--- config.mk ---
export PLATFORM = sky130hd
export DESIGN_NAME = lzss_queue
export DESIGN_NICKNAME = d
export VERILOG_FILES = /design/src/rtl/lzss_pkg.sv /design/src/rtl/lzss_queue.sv
export SDC_FILE = /design/constraint.sdc
export NUM_CORES = 1
export LEC_CHECK = 0
export BUFFER_PORTS_ARGS = -buffer_cell sky130_fd_sc_hd__buf_2
export CAP_MARGIN = 0
export CORE_MARGIN = 4
export CORE_UTILIZATION = 30
export DETAILED_ROUTE_END_ITERATION = 7
export PLACE_DENSITY = 0.49
export RECOVER_POWER = 25
export REMOVE_ABC_BUFFERS = 1
export SLEW_MARGIN = 10
export SYNTH_ARGS = -nofsm -noshare
export SYNTH_HDL_FRONTEND = slang
export SYNTH_SLANG_ARGS = --single-unit
--- constraint.sdc ---
create_clock -name clk -period 1.92 [get_ports clk]
set_input_delay 0.384 -clock clk [delete_from_list [all_inputs] [get_ports clk]]
set_output_delay 0.384 -clock clk [all_outputs]
set_load 0.1 [all_outputs]
--- src/rtl/lzss_pkg.sv ---
// Shared constants, token type and widths for the LZSS bit-stream decompressor.
// Depends on nothing; every other file in rtl/ imports it.
package lzss_pkg;

    localparam int BYTE_W     = 8;
    localparam int LEN_CFG_W  = 24;
    localparam int DICT_SIZE  = 8192;
    localparam int ADDR_W     = $clog2(DICT_SIZE);
    localparam int FILL_W     = ADDR_W + 1;
    localparam int OFF_W      = 13;
    localparam int LEN_W      = 4;
    localparam int MIN_MATCH  = 3;

    // Token sizes in stream bits, and the widest bit buffer they need.
    localparam int LIT_BITS   = 1 + BYTE_W;
    localparam int TOKEN_BITS = 1 + OFF_W + LEN_W;
    localparam int BUF_W      = TOKEN_BITS - 1 + BYTE_W;
    localparam int CNT_W      = $clog2(BUF_W + 1);

    // Bytes produced by one token.
    localparam int MAX_RUN    = (1 << LEN_W) - 1 + MIN_MATCH;
    localparam int RUN_W      = $clog2(MAX_RUN + 1);

    localparam int Q_DEPTH    = 4;
    localparam int Q_AW       = $clog2(Q_DEPTH);

    // One decoded token on its way from the parser to the copy engine.
    // arg holds the literal in its low bits, or the copy position.
    typedef struct packed {
        logic             is_lit;
        logic [OFF_W-1:0] arg;
        logic [RUN_W-1:0] run;
        logic             last;
        logic             done;
    } token_t;

endpackage

--- src/rtl/lzss_queue.sv ---
// Short token queue between the parser and the copy engine.
// Uses lzss_pkg for the token type and depth.
module lzss_queue
(
    input  logic             clk,
    input  logic             rst_n,
    input  logic             flush,
    input  logic             push,
    input  lzss_pkg::token_t wr_tok,
    input  logic             pop,
    output logic             full,
    output logic             valid,
    output lzss_pkg::token_t rd_tok
);
    import lzss_pkg::*;

    token_t          slot_reg [Q_DEPTH];
    logic [Q_AW-1:0] wptr_reg, rptr_reg;
    logic [Q_AW:0]   count_reg;

    assign full   = (count_reg == (Q_AW+1)'(Q_DEPTH));
    assign valid  = (count_reg != '0);
    assign rd_tok = slot_reg[rptr_reg];

    always_ff @(posedge clk)
    begin
        if (push)
        begin
            slot_reg[wptr_reg] <= wr_tok;
        end
    end

    always_ff @(posedge clk or negedge rst_n)
    begin
        if (!rst_n)
        begin
            wptr_reg  <= '0;
            rptr_reg  <= '0;
            count_reg <= '0;
        end
        else if (flush)
        begin
            wptr_reg  <= '0;
            rptr_reg  <= '0;
            count_reg <= '0;
        end
        else
        begin
            if (push)
            begin
                wptr_reg <= wptr_reg + 1'b1;
            end
            if (pop)
            begin
                rptr_reg <= rptr_reg + 1'b1;
            end
            if (push && !pop)
            begin
                count_reg <= count_reg + 1'b1;
            end
            else if (pop && !push)
            begin
                count_reg <= count_reg - 1'b1;
            end
        end
    end

endmodule

# [After elaboration in Yosys (flattened, before gate mapping)]
# Memories as Yosys holds them, arrays and structs flattened.
# Cells that the tools add are included.
[totals] reg_bits=7 latchBits=0 ram_bits=84 mem_bits_ro=0 output_inout_bits=23 elab_cells=26 memories=1
[op_classes] add_sub_neg=4 mul=0 n_div=0 n_lt_le_gt_ge=0 n_eq_ne=1 shift=0 mux=9 bitwise_logic=0 n_reduce_logical=8
[mem_list] memory="slot_reg" depth=4 width=21 rd=1 rd_ports_with_merged_regs=0 write_ports=1 line_no="lzss_queue.sv:17" rtl="token_t slot_reg [Q_DEPTH];"
[ops] op="two-way mux 3 bit" count=3
[ops] op="two-way mux 2 bit" count=4
[ops] op="nonzero test 3 bit" count=2
[ops] op="adder 2 x 1 -> 2 bit, second input constant" count=2
[ops] op="nonzero test 2 bit" count=2
[ops] op="adder 3 x 1 -> 3 bit, second input constant" count=1
[ops] op="equality test 3 bit, second input constant" count=1
[ops] op="subtractor 3 x 1 -> 3 bit, second input constant" count=1
[ops] op="logical AND 1 bit" count=2
[ops] op="logical NOT 1 bit" count=2
[ops] op="two-way mux 1 bit" count=2

# [Longest topological paths before layout]
[depth] ltp_word=5 depth_mapped=6 depth_no_buf=5

# [Worst setup path after synthesis]
# OpenSTA, ideal clock, no wires.
[synth_path] path_kind="flip-flop to output port" from="register rptr_reg[0]" to="output port rd_tok[0] (netlist bit)" t_arrival_ps=1439 required_time_ps=1536 setup_slack_ps=97 stages_incl_launch_ff=3 path_buffers=1 path_cell_list="dfrtp_1 -> buf_6 -> mux4_1"
[synth_rtl] item="start: declaration" line_no="lzss_queue.sv:18" rtl="logic [Q_AW-1:0] wptr_reg, rptr_reg;"
[synth_rtl] item="start signal: assignment" line_no="lzss_queue.sv:55" rtl="rptr_reg <= rptr_reg + 1'b1;"
[synth_rtl] item="end: declaration" line_no="lzss_queue.sv:13" rtl="output lzss_pkg::token_t rd_tok"

==> flow_summary.ini <==
[yosys]
synth_top_area_cell = edfxtp_1
yosys_warnings = 0
syn_inst = 153
synthXorXnorAreaFrac_pct = 1.251
synthMuxAreaShare_pct = 14.12
ys_async_sr_fraction_pct = 7.692
synth_fa_ha_area_share_pct = 2.001
synth_top_family_by_area = multiplexers
synthesis.area_um2 = 3501
synth.area.top_cells = edfxtp_1 (72%), mux4_2 (12%), dfrtp_1 (5.0%)
synth-simple-area-share_pct = 2.823
synth_edf_count = 84
ys.flop_type = edfxtp_1
synth_compound_area_share_pct = 0.3574
synth_seq_area_share_pct = 77.06
ys_types = 25
syn_area_per_cell_um2 = 22.88
synth_top_area_share_pct = 72.05
ys_seq_elements = 91

[detailed_routing]
wl_met3_um = 334
via_per_inst = 4.472
first_pass_iters = 4
drt-initial-drc-count = 49
routedWlPerCell_um = 17.16
detail-route-antenna-nets = 0
drcViolationCount = 0
highest_layer = met4
wl_met1_um = 2896
routed-wl-met2_um = 3040
vias = 1668
drt-total-wl_um = 6399

[final_layout]
n_antenna_cell = 0
fin_cells = 373
final_area_um2 = 4746
area_growth_pct = 35.56
largest_register_ffs = 84
final_nets = 256
drive_above_1_share_pct = 39.57
final_core_util_pct = 41.56

[critical_path]
crit_top_cell = buf_12
crit_start = rptr_reg[0]$_DFFE_PN0P_
crit_family = multiplexers
reg2regPathDepth = 5
required_ns = 1.54
worstPathCellList = buf_12 > buf_12 > mux4_2 > buf_12
critPathLaunchType = register
crit_cells = 4
reg2reg_from = count_reg[0]$_DFFE_PN0P_
crit_path_end_kind = primary output
rr_endpoint = count_reg[2]$_DFFE_PN0P_
slowest_delay_ns = 0.55
cp-endpoint = rd_tok[7]
r2r_setup_slack_ns = 0.41
worst_path_max_delay_cell = mux4_2
worstSetupPathType = register to primary output
crit_arrival_ns = 1.72
critical_path_buf_inv_count = 3
path_max_fanout = 7

[outcome]
outcome = finished with violations
violations = negative setup slack

[place]
gp_congestion = 0.6650
io_buffers = 48
dpl.hpwl_um = 4143
dpl_cell_area_um2 = 4263
dp_cells = 350

[floorplanning]
floorplan.initialDensity_pct = 30.66
die-area_um2 = 13460
die_h_um = 116.0
ios = 49
rows = 39
fp.coreArea_um2 = 11420
fp.dieW_um = 116.0

[sta]
slew-limit-headroom_pct = 67.64
max_freq_mhz = 474.5
rsz0062_at_grt = yes
fin_crit_ns = 2.108
setup_ws_ns = -0.1876
fin_crit_sh_pct = 109.8
finalClockSkew_ns = 0.01041
maxSlewViolCount = 0
hold_viol = 0
tightest_slew_ns = 0.4887
setup_violations = 21
finalSetupTns_ns = -3.140

[global_routing]
grt_pass1_wl_um = 10160
grt_max_degree = 22
track_usage_pct = 10.53
antenna_found_initial = 0
grt_pass1_vias = 1796
grt-ovfl-total = 0

[pwr]
p_clk_share_pct = 37.7
ir_drop_mv = 0.4999
power.density_nw_per_um2 = 1219
netSwitchingPower_uw = 1555
leakage_uw = 0.001664
swShare_pct = 26.87
p_seq_share_pct = 39.9
p_int_uw = 4232
power_frac_comb_pct = 22.4

[clock_tree]
cts-root-buf = clkbuf_16
cts.sinks = 91
clk_latency_ns = 0.34
path_clk_slew_ns = 0.06
cts.path.max_buffers = 2
h-tree-depth = 3
cts_tree = done
cts_buffers = 9

[worst_hold_path]
hold_path_class = input port to register

[flow_run]
maxCapViolations = 0
-- cell usage after synthesis (2+ instances only) --
cell / number
edfxtp_1: 84
mux4_2: 18
dfrtp_1: 7
nor2_1: 6
and2_1: 4
ha_1: 4
inv_1: 4
mux4_1: 3
xnor2_1: 3
buf_12: 2
buf_2: 2
nor3b_1: 2
xor2_1: 2
-- layout by cell type, fill, tap and decap left out, drive strengths merged, types with 2 or more instances in the layout --
cell / count
and2: 4
buf: 53
bufinv: 4
clkbuf: 25
dfrtp: 7
edfxtp: 84
ha: 4
inv: 4
mux4: 21
nor2: 6
nor3b: 2
xnor2: 3
xor2: 2
-- through the flow --
step                      total power, uW  hold slack [ns]  setup slack, ns
after floorplan                      3139          0.08841          -0.5939
after global placement               3585           0.2301          0.08215
after detailed placement             3596           0.2306          0.06225
after CTS                            5857           0.2504          -0.2226
after global routing                 5995           0.2673          -0.2439
final                                5786           0.2717          -0.1876
-- timing repair --
action / CTS / global route
hold buffers: 1 / 0
cloned: 1 / 0
endpoints found under the setup margin: 21 / 21
resized for setup: 16 / 3
buffers inserted: 5 / 1
endpoints found under the hold margin: 7 / 0
-- layer usage --
layer	GRT usage, %	up-vias
met2	16.34	43
li1	-	763
met1	13.34	852
met4	4.408	0
met5	0	-
met3	3.916	10
-- worst register-to-register path, stage by stage (launching register included) --
cell and delay [ns]:
dfrtp_1 0.38, inv_1 0.09, fa_1 0.44, nor3b_1 0.25, o21ai_0 0.10, nor3b_1 0.14
-- power groups by stage --
stage | clock, uW | sequential, uW | combinational [uW]
detailed placement | 0 | 2360 | 1240
CTS | 2230 | 2310 | 1320
finish | 2180 | 2310 | 1300
global placement | 0 | 2350 | 1230
global route | 2320 | 2320 | 1360
floorplan | 0 | 2360 | 775
-- how the worst min path moves through the flow --
stage	start	to	slack, ns	cells after the start
2_1_floorplan	rst_n	count_reg[0]$_DFFE_PN0P_	0.09	0
3_3_place_gp	rst_n	wptr_reg[1]$_DFFE_PN0P_	0.23	1
3_5_place_dp	rst_n	wptr_reg[0]$_DFFE_PN0P_	0.23	1
4_1_cts	wr_tok[6]	slot_reg[0][6]$_DFFE_PP_	0.25	1
5_1_grt	wr_tok[7]	slot_reg[1][7]$_DFFE_PP_	0.27	1
6_report	wr_tok[18]	slot_reg[3][18]$_DFFE_PP_	0.27	1
-- final cells by class --
| cell class | count | area [um^2] |
|---|---|---|
| clock buffer | 12 | 256.5 |
| timing repair buffer | 67 | 767.0 |
| inverter | 4 | 15.01 |
| clock inverter | 4 | 120.1 |
| tap | 143 | 178.9 |
| sequential | 91 | 2700 |
| fill | 1048 | 6673 |
| multi-input combinational | 52 | 708.2 |
-- cell families after synthesis --
kind of cell	count (synthesis)
simple gates	18
mux	22
compound gates	2
fa+ha+maj	5
flops	91
buf+inv	10
xor+xnor	5
Note: power is estimated with default switching activity, not from simulation.
