[config.mk]
export PLATFORM = sky130hd
export DESIGN_NAME = lzss_front
export DESIGN_NICKNAME = d
export VERILOG_FILES = /design/src/rtl/lzss_pkg.sv /design/src/rtl/lzss_front.sv
export SDC_FILE = /design/constraint.sdc
export NUM_CORES = 1
export LEC_CHECK = 0
export BUFFER_PORTS_ARGS = -buffer_cell sky130_fd_sc_hd__buf_2
export CORE_ASPECT_RATIO = 1.4
export CORE_MARGIN = 4
export CORE_UTILIZATION = 42
export CTS_CLUSTER_SIZE = 12
export DETAILED_ROUTE_END_ITERATION = 7
export GPL_ROUTABILITY_DRIVEN = 0
export GPL_TIMING_DRIVEN = 1
export PLACE_DENSITY = 0.66
export SYNTH_ARGS = -nofsm -noshare
export SYNTH_HDL_FRONTEND = slang
export SYNTH_SLANG_ARGS = --single-unit
export TNS_END_PERCENT = 100
[constraint.sdc]
create_clock -name clk -period 13.5 [get_ports clk]
set_input_delay 2.7 -clock clk [delete_from_list [all_inputs] [get_ports clk]]
set_output_delay 2.7 -clock clk [all_outputs]
set_load 0.02 [all_outputs]
[src/rtl/lzss_pkg.sv]
// Shared constants, token type and widths for the LZSS bit-stream decompressor.
// Depends on nothing; every other file in rtl/ imports it.
package lzss_pkg;

    localparam int BYTE_W     = 8;
    localparam int LEN_CFG_W  = 24;
    localparam int DICT_SIZE  = 8192;
    localparam int ADDR_W     = $clog2(DICT_SIZE);
    localparam int FILL_W     = ADDR_W + 1;
    localparam int OFF_W      = 13;
    localparam int LEN_W      = 4;
    localparam int MIN_MATCH  = 3;

    // Token sizes in stream bits, and the widest bit buffer they need.
    localparam int LIT_BITS   = 1 + BYTE_W;
    localparam int TOKEN_BITS = 1 + OFF_W + LEN_W;
    localparam int BUF_W      = TOKEN_BITS - 1 + BYTE_W;
    localparam int CNT_W      = $clog2(BUF_W + 1);

    // Bytes produced by one token.
    localparam int MAX_RUN    = (1 << LEN_W) - 1 + MIN_MATCH;
    localparam int RUN_W      = $clog2(MAX_RUN + 1);

    localparam int Q_DEPTH    = 4;
    localparam int Q_AW       = $clog2(Q_DEPTH);

    // One decoded token on its way from the parser to the copy engine.
    // arg holds the literal in its low bits, or the copy position.
    typedef struct packed {
        logic             is_lit;
        logic [OFF_W-1:0] arg;
        logic [RUN_W-1:0] run;
        logic             last;
        logic             done;
    } token_t;

endpackage

[src/rtl/lzss_front.sv]
// Token parser: gathers input words into a bit buffer, splits off literal and
// copy tokens, and trims the final token to the configured length. Uses lzss_pkg.
module lzss_front
(
    input  logic                           clk,
    input  logic                           rst_n,
    input  logic                           cfg_we,
    input  logic [lzss_pkg::LEN_CFG_W-1:0] output_length,
    input  logic                           in_valid,
    output logic                           in_stall,
    input  logic [lzss_pkg::BYTE_W-1:0]    in_byte,
    input  logic                           q_full,
    output logic                           q_push,
    output lzss_pkg::token_t               q_tok
);
    import lzss_pkg::*;

    logic [LEN_CFG_W-1:0] length_reg;
    logic [LEN_CFG_W-1:0] emitted_reg, emitted_next;
    logic [BUF_W-1:0]     buf_reg, buf_next;
    logic [CNT_W-1:0]     cnt_reg, cnt_next;
    logic                 finished_reg, finished_next;

    logic                 flag;
    logic [CNT_W-1:0]     need;
    logic                 tok_ready;
    logic [LEN_W-1:0]     len_field;
    logic [RUN_W-1:0]     run_raw;
    logic [LEN_CFG_W-1:0] remaining;
    logic                 hit;
    logic [BUF_W-1:0]     buf_sh;
    logic [CNT_W-1:0]     cnt_sh;
    logic                 next_ready;
    logic                 accept;

    // Oldest stream bit sits at the top of the buffer.
    assign flag      = buf_reg[BUF_W-1];
    assign need      = flag ? CNT_W'(LIT_BITS) : CNT_W'(TOKEN_BITS);
    assign tok_ready = !finished_reg && (cnt_reg >= need);
    assign in_stall  = tok_ready;
    assign accept    = in_valid && !in_stall;

    assign len_field = buf_reg[BUF_W-2-OFF_W -: LEN_W];
    assign run_raw   = flag ? RUN_W'(1) : RUN_W'(len_field) + RUN_W'(MIN_MATCH);
    assign remaining = length_reg - emitted_reg;
    assign hit       = LEN_CFG_W'(run_raw) >= remaining;

    assign buf_sh     = buf_reg << need;
    assign cnt_sh     = cnt_reg - need;
    assign next_ready = (cnt_sh >= (buf_sh[BUF_W-1] ? CNT_W'(LIT_BITS) : CNT_W'(TOKEN_BITS)));

    assign q_push      = tok_ready && !q_full;
    assign q_tok.is_lit = flag;
    assign q_tok.arg   = flag ? OFF_W'(buf_reg[BUF_W-2 -: BYTE_W])
                              : buf_reg[BUF_W-2 -: OFF_W];
    assign q_tok.run   = hit ? RUN_W'(remaining) : run_raw;
    assign q_tok.last  = hit || !next_ready;
    assign q_tok.done  = hit;

    always_comb
    begin
        emitted_next  = emitted_reg;
        buf_next      = buf_reg;
        cnt_next      = cnt_reg;
        finished_next = finished_reg;
        if (q_push)
        begin
            emitted_next = emitted_reg + LEN_CFG_W'(q_tok.run);
            if (hit)
            begin
                // length reached: drop whatever bits are left
                finished_next = 1'b1;
                buf_next      = '0;
                cnt_next      = '0;
            end
            else
            begin
                buf_next = buf_sh;
                cnt_next = cnt_sh;
            end
        end
        else if (accept && !finished_reg)
        begin
            if (emitted_reg >= length_reg)
            begin
                finished_next = 1'b1;
                buf_next      = '0;
                cnt_next      = '0;
            end
            else
            begin
                buf_next = buf_reg | ({in_byte, {(BUF_W-BYTE_W){1'b0}}} >> cnt_reg);
                cnt_next = cnt_reg + CNT_W'(BYTE_W);
            end
        end
    end

    always_ff @(posedge clk or negedge rst_n)
    begin
        if (!rst_n)
        begin
            length_reg   <= '0;
            emitted_reg  <= '0;
            buf_reg      <= '0;
            cnt_reg      <= '0;
            finished_reg <= 1'b0;
        end
        else if (cfg_we)
        begin
            length_reg   <= output_length;
            emitted_reg  <= '0;
            buf_reg      <= '0;
            cnt_reg      <= '0;
            finished_reg <= 1'b0;
        end
        else
        begin
            emitted_reg  <= emitted_next;
            buf_reg      <= buf_next;
            cnt_reg      <= cnt_next;
            finished_reg <= finished_next;
        end
    end

endmodule

# Yosys cells after proc, flatten, opt, wreduce, memory -nomap -nowiden
# Cells that the tools add are included.
# W data, S select, Z words.
# totals
ff_bits	79
in_bits	37
wordCells	53
out_inout_bits	23
# classes
order_cmp	4
mux	22
n_addsub	5
shift	2
reduce_logical	13
bitwise_logic	1
n_eq_ne	1
# ops
operator	n
$mux W25	5
$mux W24	2
$mux W5	9
$or A25 B25 Y25	1
$shl A25 B5 Y25	1
$shr A25 B5 Y25	1
$add A24 B5 Y24	1
$ge A24 B24 Y1	1
$ge A5 B24 Y1	1
$sub A24 B24 Y24	1
$mux W13	1
$ge A5 B5 Y1	2
$reduce_bool A3 Y1	2
$add A4 B2 Y5 const B	1
$add A5 B4 Y5 const B	1
$mux W1	5
$sub A5 B5 Y5	1
$logic_and A1 B1 Y1	4
$logic_not A1 Y1	4
$ne A3 B2 Y1 const B	1
$reduce_and A3 Y1	1
$reduce_bool A2 Y1	1
$logic_or A1 B1 Y1	1

# Longest topological paths before layout
# depth
word_depth	9
ltp_mapped	25
ltp_nobuf	25

# Worst setup path after synthesis
# OpenSTA, ideal clock, no wires.
# synth_path
path_kind	in2out
from	input q_full
to	output q_push
slack_ps	7088
cell_stages	2
t_required_ps	10800
arrival_time_ps	3712
cell_sequence	nor4bb_1 > clkbuf_1
# synth_via
elab_chain_len	2
# synth_rtl
item	line	source
start, declared	lzss_front.sv:12	input logic q_full,
$logic_not A1 Y1	lzss_front.sv:52	assign q_push = tok_ready && !q_full;
$logic_and A1 B1 Y1	lzss_front.sv:52	
end, declared	lzss_front.sv:13	output logic q_push,
# No other way between the ends.

==> results.py <==
metrics = {
    "run_status": {
        "outcome": "finished, final reports clean",
    },
    "synthesis": {
        "postSynthCellCount": 740,
        "synth.yosys.warnings": 0,
        "synth-seq-cells": 79,
        "postSynthAreaPerCell_um2": 8.571,
        "ys_async_sr_fraction_pct": 100.0,
        "synth_seq_area_share_pct": 31.17,
        "dominantRegCellSynth": "dfrtp_1",
        "synth-edff-count": 0,
        "synth.net_count": 824,
        "synthesis.area_um2": 6342,
        "synthDistinctLibCells": 64,
    },
    "timing": {
        "report.final.slew_viol_count": 0,
        "grt_setup_unrepaired": "false",
        "finalHoldViolCount": 0,
        "min_period_over_period_pct": 51.74,
        "timing.max_slew.rel_slack_pct": 28.18,
        "finalSetupViolCount": 0,
        "final.setup.tns_ps": 0,
        "timing.fmax_ghz": 0.1432,
        "fin_skew_ps": 8.396,
        "worst_pin_slew_ps": 1077,
        "finalCriticalPeriod_ps": 6985,
        "finalWorstSetupSlack_ps": 6515,
    },
    "placed_design": {
        "place.port_buffers": 59,
        "post-place-ws_ps": 6915,
        "detailed_place_hpwl_um": 12200,
    },
    "clock_network": {
        "cts_setup_buffers": 0,
        "cts.repair.resized": 0,
        "cts-root-to-sink-buffers": 2,
        "cts_made_buffers": 9,
        "root_buffer": "clkbuf_16",
        "cts.hold.buffers_added": 0,
        "clkSlewWorstSetupHoldPaths_ps": 70,
        "h-tree-depth": 3,
        "clock_tree_from_tritoncts": "built",
        "worst_skew_pair_later_pin_latency_ps": 350,
        "clock_sink_count": 79,
    },
    "die": {
        "initial_core_utilization_pct": 43.32,
        "die_area_um2": 17160,
        "die_width_um": 111.9,
        "die_h_um": 153.4,
        "pin_count": 60,
        "fp.coreArea_um2": 14640,
        "placementRows": 52,
    },
    "worst_setup_path": {
        "slowest_stage": "nor4_4",
        "cp.buffers_inverters": 3,
        "critPathMaxFanout": 10,
        "crit_path_end_kind": "output pin",
        "timing_worst_setup_path_type": "flop to output pin",
        "timing.reg2reg.setup_slack_ps": 7160,
        "startpoint_type": "flop",
        "critical_path.max_stage_delay_ps": 600,
        "worst-path-stages": 16,
        "list_of_cells_traversed_by_the_critical_path": "inv_1 > ha_1 > inv_1 > fa_1 > nand3_1 > nand2_1 > xnor2_1 > ha_1 > o221ai_1 > nor4_1 > o31ai_1 > nor4b_1 > nand4_1 > nor4_4 > mux2i_1 > buf_2",
        "crit_family": "simple AND/OR/NAND/NOR gates",
        "crit_required_ps": 10800,
        "r2r_cells": 25,
        "worst_endpoint_data_arrival_time_ps": 4280,
    },
    "global_routing": {
        "global_route.usage.met2_pct": 34.08,
        "vias_in_the_first_global_route": 5495,
        "grt_antenna_before_repair": 0,
        "global_routing_met3_resource_utilization_pct": 2.571,
        "grt.overflow.total": 0,
        "overall_track_demand_over_capacity_in_global_routing_pct": 18.66,
        "global_route_wire_length_before_repair_um": 26570,
        "globalRouteMet1Util_pct": 21.64,
        "grt_busiest_layer": "met2",
        "grt_max_degree": 53,
    },
    "power": {
        "power.net_switching_uw": 477.3,
        "share_clk_of_total_power_pct": 24.0,
        "power.share.combinational_pct": 48.0,
        "p_sw_share_pct": 41.95,
        "cell_pwr_density_nw_per_um2": 160.1,
        "sequentialPowerShare_pct": 28.0,
        "p_leak_uw": 0.003083,
        "power_report.internal_total_uw": 660.5,
        "vdd.ir_drop.worst_mv": 0.06889,
    },
    "drt": {
        "totalWireLength_um": 15970,
        "postRouteAntennaNets": 0,
        "route.vias.total": 5596,
        "remaining_design_rule_violation_count": 0,
        "first_iter_violations": 306,
        "drt_pre_antenna_iters": 5,
        "routed_via_density": 5.745,
        "avgRoutedWirePerCell_um": 16.39,
    },
    "cells_and_area": {
        "fin_nets": 864,
        "multi_input_comb_area_um2": 4044,
        "area.growth.synth_to_final_pct": 12.03,
        "seq_area_um2": 1977,
        "layout-drive-gt1-share_pct": 17.71,
        "final.fill_count": 1460,
        "largest_register_ff_count": 25,
        "antenna-diode-count": 0,
    },
    "hold_path": {
        "hold_path.class": "flop to flop",
        "timing.hold.worst_path_depth": 1,
    },
    "flow_run": {
        "max_cap_viols": 0,
    },
}
-- kinds of logic after synthesis --
| logic type | after synthesis | synth area share (%) |
|---|---|---|
| buffers and inverters | 84 | 5.385 |
| muxes | 64 | 10.87 |
| AOI/OAI and AO/OA | 196 | 19.69 |
| DFF | 79 | 31.17 |
| adders and majority gates | 47 | 9.627 |
| xor gates and xnor gates | 32 | 4.419 |
| and+or+nand+nor | 238 | 18.84 |
-- path summary, 6_finish.rpt --
path,from,to
worst max-delay path,length_reg[0],q_tok[6]
worst min-delay path,length_reg[23],length_reg[23]
worst max register to register,length_reg[0],emitted_reg[18]
worst min register to register,length_reg[23],length_reg[23]
max in group asynchronous,rst_n,buf_reg[20]
min in group asynchronous,rst_n,length_reg[17]
-- layer usage --
metal	up-vias	share of wire [%]
li1	2760	-
met1	2655	41
met2	145	52
met3	36	3.5
met4	0	3.1
met5	-	0
-- power by group through the flow --
| stage | sequential [uW] | combinational [uW] | clock [uW] |
|---|---|---|---|
| 2_1_floorplan | 302 | 420 | 0 |
| 3_3_place_gp | 322 | 542 | 0 |
| 3_5_place_dp | 323 | 545 | 0 |
| 4_1_cts | 319 | 549 | 279 |
| 5_1_grt | 325 | 609 | 288 |
| 6_report | 319 | 546 | 273 |
-- cells in the mapped netlist, types with 4 or more instances --
library cell	number	share of area, %
dfrtp_1	79	31
nor2_1	68	4.0
a21oi_1	60	4.7
nand2_1	55	3.3
inv_1	48	2.8
ha_1	44	8.7
o21ai_0	41	3.2
mux2_2	39	6.9
clkbuf_1	27	1.6
mux2i_1	25	3.9
xnor2_1	24	3.3
o22ai_1	23	2.3
nand3_1	21	1.7
a21o_1	16	1.9
nor2b_1	13	1.3
nand2b_1	12	1.2
nor3_1	11	0.87
nand4_1	10	0.99
a211oi_1	8	0.95
and2_1	8	0.79
xor2_1	8	1.1
nor4_1	7	0.69
and3_1	6	0.59
o221ai_1	5	0.69
o31ai_1	5	0.59
or2_2	5	0.49
a31oi_1	4	0.39
-- through the flow --
stage	hold WS [ps]	util, %	instance area (um^2)	power, uW	instances
2_1_floorplan	478.7	-	6342	721.8	740
3_3_place_gp	502.6	46.29	6777	863.4	958
3_5_place_dp	502.8	46.29	6777	867.7	958
4_1_cts	525.0	48.54	7106	1147	974
5_1_grt	553.9	48.54	7106	1223	974
6_report	522.3	48.54	7106	1138	974
-- cell usage in the layout, fill, tap and decap left out, types with 9 or more instances in the layout --
master,count
ha_1,44
a21o_1,16
o21ai_0,41
nor3_1,11
clkbuf_16,9
nand2b_1,12
a21oi_1,60
xnor2_1,24
nand3_1,21
nor2b_1,13
nand2_1,55
inv_1,48
buf_2,58
dfrtp_1,79
nand4_1,10
o22ai_1,23
mux2_2,39
mux2i_1,25
nor2_1,68
-- layout make-up --
cell class,instances,area share (%)
Multi-Input combinational cell,577,56.91
Sequential cell,79,27.82
Timing Repair Buffer,64,4.719
Tap cell,189,3.328
Clock buffer,9,3.170
Inverter,49,2.588
Clock inverter,7,1.462
No activity file was read; power rests on OpenSTA's default activity.
